===== src/rtl/core/fbc_pkg.sv =====
`default_nettype none

package fbc_pkg;

   localparam int STAGES_DEFAULT = 4;
   localparam int TAPS_DEFAULT   = 64;

   localparam int FRAC_BITS = 27;
   localparam int SAMPLE_W  = 16;
   localparam int COEF_W    = 32;
   // Largest biquad output before it is added to the running result.
   localparam int Y_W       = 22;
   localparam int PROD_W    = COEF_W + Y_W;
   // Wide enough for up to 256 products of a sample and a coefficient.
   localparam int ACC_W     = 56;
   localparam int DELAY_W   = 48;
   localparam int RES_W     = 32;

   typedef enum logic [1:0] {
      OP_SAMPLE  = 2'd0,
      OP_FIR_TAP = 2'd1,
      OP_MODE    = 2'd2,
      OP_BQ_COEF = 2'd3
   } op_type;

   localparam logic [1:0] KIND_OFF      = 2'd0;
   localparam logic [1:0] KIND_FIR      = 2'd1;
   localparam logic [1:0] KIND_BIQUAD   = 2'd2;
   // The unused kind code; a stage holding it counts as off.
   localparam logic [1:0] KIND_RESERVED = 2'd3;

   localparam logic [2:0] COEF_A0 = 3'd0;
   localparam logic [2:0] COEF_A1 = 3'd1;
   localparam logic [2:0] COEF_A2 = 3'd2;
   localparam logic [2:0] COEF_B1 = 3'd3;
   localparam logic [2:0] COEF_B2 = 3'd4;

   typedef struct packed {
      logic       from_sample;
      logic       accumulate;
      logic [1:0] kind;
   } mode_type;

   typedef struct packed {
      logic                     en;
      logic signed [COEF_W-1:0] a;
      logic signed [Y_W-1:0]    b;
   } mul_req_type;

endpackage

`default_nettype wire


===== src/rtl/core/fbc_mul.sv =====
`default_nettype none

// Shared signed multiplier with a registered product.
module fbc_mul (
   input  wire logic                                 clock,
   input  wire fbc_pkg::mul_req_type                 mreq,
   output logic signed [fbc_pkg::PROD_W-1:0]         prod_ff
);

   logic signed [fbc_pkg::PROD_W-1:0] prod_in;

   assign prod_in = mreq.a * mreq.b;

   always_ff @(posedge clock) begin
      if (mreq.en) begin
         prod_ff <= prod_in;
      end
   end

endmodule

`default_nettype wire

===== config.mk =====
export PLATFORM = sky130hd
export DESIGN_NAME = fbc_mul
export DESIGN_NICKNAME = d
export VERILOG_FILES = /design/src/rtl/core/fbc_pkg.sv /design/src/rtl/core/fbc_mul.sv
export SDC_FILE = /design/constraint.sdc
export NUM_CORES = 2
export LEC_CHECK = 0
export ABC_AREA = 1
export BUFFER_PORTS_ARGS = -buffer_cell sky130_fd_sc_hd__buf_4
export CORE_MARGIN = 1.5
export CORE_UTILIZATION = 32
export CTS_CLUSTER_DIAMETER = 120
export DETAILED_ROUTE_END_ITERATION = 16
export GPL_ROUTABILITY_DRIVEN = 0
export GPL_TIMING_DRIVEN = 0
export PLACE_DENSITY = 0.58
export SETUP_SLACK_MARGIN = 0.3
export SLEW_MARGIN = 20
export SYNTH_ARGS = -nofsm -noshare
export SYNTH_HDL_FRONTEND = slang
export SYNTH_SLANG_ARGS = --single-unit

===== constraint.sdc =====
create_clock -name clock -period 7.1 [get_ports clock]
set_input_delay 1.065 -clock clock [delete_from_list [all_inputs] [get_ports clock]]
set_output_delay 1.065 -clock clock [all_outputs]
set_load 0.005 [all_outputs]

==> impl_metrics.prom <==
# TYPE chip_impl_metric gauge
chip_impl_metric{name="dp_hpwl",unit="um"} 82320
chip_impl_metric{name="largest_net_degree_at_the_start_of_global_routing",unit=""} 55
chip_impl_metric{name="vias",unit=""} 23250
chip_impl_metric{name="drt_pass1_iterations",unit=""} 5
chip_impl_metric{name="min_delay_path_depth",unit=""} 3
chip_impl_metric{name="place_area",unit="mm^2"} 0.03025
chip_impl_metric{name="first_global_vias",unit=""} 24580
chip_impl_metric{name="postSynthRegisterBits",unit=""} 54
chip_impl_info{name="worst_setup_path_start_kind",value="primary input"} 1
chip_impl_metric{name="synth-seq-area-share",unit="%"} 5.797
chip_impl_metric{name="post_drt_via_cell_ratio",unit=""} 4.789
chip_impl_metric{name="grt_first_pass_wirelength",unit="um"} 149200
chip_impl_metric{name="stdcell_area",unit="mm^2"} 0.03351
chip_impl_metric{name="antenna_found_initial",unit=""} 4
chip_impl_info{name="commonest_cells_in_the_synthesized_netlist",value="sky130_fd_sc_hd__inv_1 (1125), sky130_fd_sc_hd__nand2_1 (1011), sky130_fd_sc_hd__fa_1 (701), sky130_fd_sc_hd__ha_1 (155), sky130_fd_sc_hd__clkbuf_1 (130)"} 1
chip_impl_info{name="critPathCaptureType",value="flip-flop"} 1
chip_impl_metric{name="synthesis.area_per_instance",unit="um^2"} 7.956
chip_impl_metric{name="required",unit="ps"} 7150
chip_impl_metric{name="timing.final.max_slew_violations",unit=""} 0
chip_impl_info{name="critPathLaunch",value="mreq[21]"} 1
chip_impl_metric{name="timing_hold_violations_final",unit=""} 0
chip_impl_info{name="synth_top_area_cell",value="sky130_fd_sc_hd__fa_1"} 1
chip_impl_info{name="status",value="complete, no violations"} 1
chip_impl_metric{name="seqCellArea",unit="mm^2"} 0.001622
chip_impl_metric{name="timing.final.crit_share",unit="%"} 95.88
chip_impl_metric{name="crit_arrival",unit="ps"} 6850
chip_impl_metric{name="tritoncts.num_buffers",unit=""} 5
chip_impl_info{name="ys_dominant_reg_cell",value="sky130_fd_sc_hd__edfxtp_1"} 1
chip_impl_info{name="clk_root_buffer_cell",value="sky130_fd_sc_hd__clkbuf_16"} 1
chip_impl_metric{name="largest_register_ffs",unit=""} 54
chip_impl_metric{name="horizontal_extent_of_the_die",unit="um"} 298.7
chip_impl_metric{name="design.core.area",unit="mm^2"} 0.08662
chip_impl_metric{name="timing.critical_path.fanout_max",unit=""} 6
chip_impl_metric{name="grt-ovfl-total",unit=""} 0
chip_impl_metric{name="drc_violations",unit=""} 0
chip_impl_metric{name="worst-slew-pin-transition",unit="ps"} 742.9
chip_impl_info{name="critical_path_class",value="in -> reg"} 1
chip_impl_metric{name="relSlewSlack",unit="%"} 50.48
chip_impl_info{name="reg_top3",value="prod_ff (54)"} 1
chip_impl_metric{name="die_height",unit="um"} 298.7
chip_impl_metric{name="drtIter0Drc",unit=""} 1871
chip_impl_metric{name="cts_htree_levels",unit=""} 2
chip_impl_info{name="cts_tree",value="yes"} 1
chip_impl_metric{name="yosys_warnings",unit=""} 0
chip_impl_metric{name="areaGrowthSynthToFinish",unit="%"} 19.81
chip_impl_metric{name="max-clock-path-buffers",unit=""} 2
chip_impl_metric{name="layout.filler_cells",unit=""} 8836
chip_impl_info{name="rsz0062_at_grt",value="true"} 1
chip_impl_info{name="min-delay-start",value="mreq[22]"} 1
chip_impl_metric{name="floorplan.initialDensity",unit="%"} 32.29
chip_impl_metric{name="share_of_cells_above_drive_strength_1",unit="%"} 17.53
chip_impl_metric{name="syn_area",unit="mm^2"} 0.02797
chip_impl_metric{name="post-synth-top-area-fraction",unit="%"} 50.17
chip_impl_metric{name="maxClockFrequency",unit="GHz"} 0.1469
chip_impl_metric{name="route.final.wire_length",unit="um"} 98940
chip_impl_metric{name="io_buffers",unit=""} 109
chip_impl_metric{name="synth-edff-count",unit=""} 54
chip_impl_metric{name="route.antenna.remaining_nets",unit=""} 0
chip_impl_info{name="synthMostInstantiatedCell",value="sky130_fd_sc_hd__inv_1"} 1
chip_impl_info{name="largest_register",value="prod_ff"} 1
chip_impl_metric{name="rows",unit=""} 108
chip_impl_metric{name="multiInputGateArea",unit="mm^2"} 0.02318
chip_impl_metric{name="clock_sink_count",unit=""} 54
chip_impl_metric{name="global_router_s_overall_resource_usage",unit="%"} 22.49
chip_impl_metric{name="fin_crit",unit="ps"} 6807
chip_impl_metric{name="synth_cells",unit=""} 3516
chip_impl_metric{name="clkSlewWorstSetupHoldPaths",unit="ps"} 80
chip_impl_metric{name="routedWlPerCell",unit="um"} 20.38
chip_impl_metric{name="io_pins",unit=""} 110
chip_impl_metric{name="finalSetupViolations",unit=""} 0
chip_impl_info{name="worst_hold_path_type",value="in -> reg"} 1
chip_impl_metric{name="syn-num-nets",unit=""} 4428
chip_impl_metric{name="synth.distinct_cells",unit=""} 31
chip_impl_metric{name="max_cap_viol_count",unit=""} 0
chip_impl_info{name="synth.top_cells.by_area",value="sky130_fd_sc_hd__fa_1 (50%), sky130_fd_sc_hd__inv_1 (15%), sky130_fd_sc_hd__nand2_1 (14%)"} 1
chip_impl_info{name="hold_path_end",value="prod_ff[0]"} 1
chip_impl_metric{name="layout.nets",unit=""} 4608
chip_impl_metric{name="floorplan.die_area",unit="mm^2"} 0.08919
chip_impl_metric{name="synth_async_sr_flop_share",unit="%"} 0
## per-stage QoR
stage	util [%]	setup WS, ps	cells	TNS, ps	hold slack (ps)
2_1_floorplan	-	295.0	3516	0	1178
3_3_place_gp	34.92	-1167	4780	-32110	1446
3_5_place_dp	34.92	-1096	4780	-31910	1446
4_1_cts	36.94	294.5	4804	0	1125
5_1_grt	38.68	101.1	4852	0	1154
6_report	38.69	292.9	4854	0	1143
## layout make-up
| class | count | share of cell area (%) |
|---|---|---|
| sequential | 54 | 4.839 |
| buffer | 130 | 4.077 |
| inverter | 1125 | 12.66 |
| tap | 1155 | 4.312 |
| clock buffer | 5 | 0.3734 |
| antenna | 2 | 0.01493 |
| multi-input combinational | 2207 | 69.17 |
| clock inverter | 3 | 0.04854 |
| timing repair buffer | 172 | 4.480 |
| timing repair inverter | 1 | 0.02614 |
## kinds of logic after synthesis
logic type,after synthesis,share of synthesized area [%]
DFF,54,5.797
adders and majority gates,856,57.10
and+or+nand+nor,1218,17.29
AOI/OAI and AO/OA,97,1.838
xor gates and xnor gates,36,1.127
buffers and inverters,1255,16.84
## per-layer routing
layer | vias up | part of all wire (%) | global-route usage [%] | wire length [um]
met5 | - | 0.023 | 0 | 23
met4 | 4 | 5.8 | 10.62 | 5776
met3 | 282 | 11 | 5.278 | 10530
met2 | 1151 | 45 | 36.22 | 44970
met1 | 11690 | 38 | 28.54 | 37650
li1 | 10120 | - | - | -
## critical path, stage by stage
cell,delay [ps]
sky130_fd_sc_hd__buf_12,90
sky130_fd_sc_hd__clkinvlp_4,90
sky130_fd_sc_hd__buf_12,150
sky130_fd_sc_hd__clkbuf_16,170
sky130_fd_sc_hd__or2_4,230
sky130_fd_sc_hd__fa_1,480
sky130_fd_sc_hd__fa_1,510
sky130_fd_sc_hd__inv_2,40
sky130_fd_sc_hd__fa_1,530
sky130_fd_sc_hd__fa_1,450
sky130_fd_sc_hd__fa_1,490
sky130_fd_sc_hd__fa_1,540
sky130_fd_sc_hd__inv_2,50
sky130_fd_sc_hd__fa_2,600
sky130_fd_sc_hd__inv_2,70
sky130_fd_sc_hd__ha_4,290
sky130_fd_sc_hd__a21oi_4,240
sky130_fd_sc_hd__o21ai_4,130
sky130_fd_sc_hd__nand2_2,110
sky130_fd_sc_hd__nand2_4,60
sky130_fd_sc_hd__inv_2,60
sky130_fd_sc_hd__nand2_1,80
sky130_fd_sc_hd__nand2_2,100
sky130_fd_sc_hd__nand3_2,80
sky130_fd_sc_hd__nand2_2,80
sky130_fd_sc_hd__nand2_2,70
## worst max path at each step
stage	end	slack [ps]
final	prod_ff[42]	290
after global placement	prod_ff[52]	-1170
after detailed placement	prod_ff[52]	-1100
after CTS	prod_ff[33]	290
after global routing	prod_ff[52]	100
after floorplan	prod_ff[52]	300
## what timing repair did
action,4_1_cts,5_1_grt
hold buffers,0,0
buffers inserted,14,46
pin swaps,31,141
gates cloned,2,2
gates resized for setup,441,376
setup endpoints to repair,40,36
## cell usage in the layout, fill, tap and decap left out, drive strengths merged, types with 29 or more instances in the layout
master	instances
inv	1122
ha	155
clkbuf	80
nand2	1021
nor2	97
buf	227
o21ai	29
edfxtp	54
nand3	55
fa	701
xor2	32
a21oi	58
Power is not shown: default switching activity piles up to over one toggle a cycle in this logic, so the estimate is an artifact.
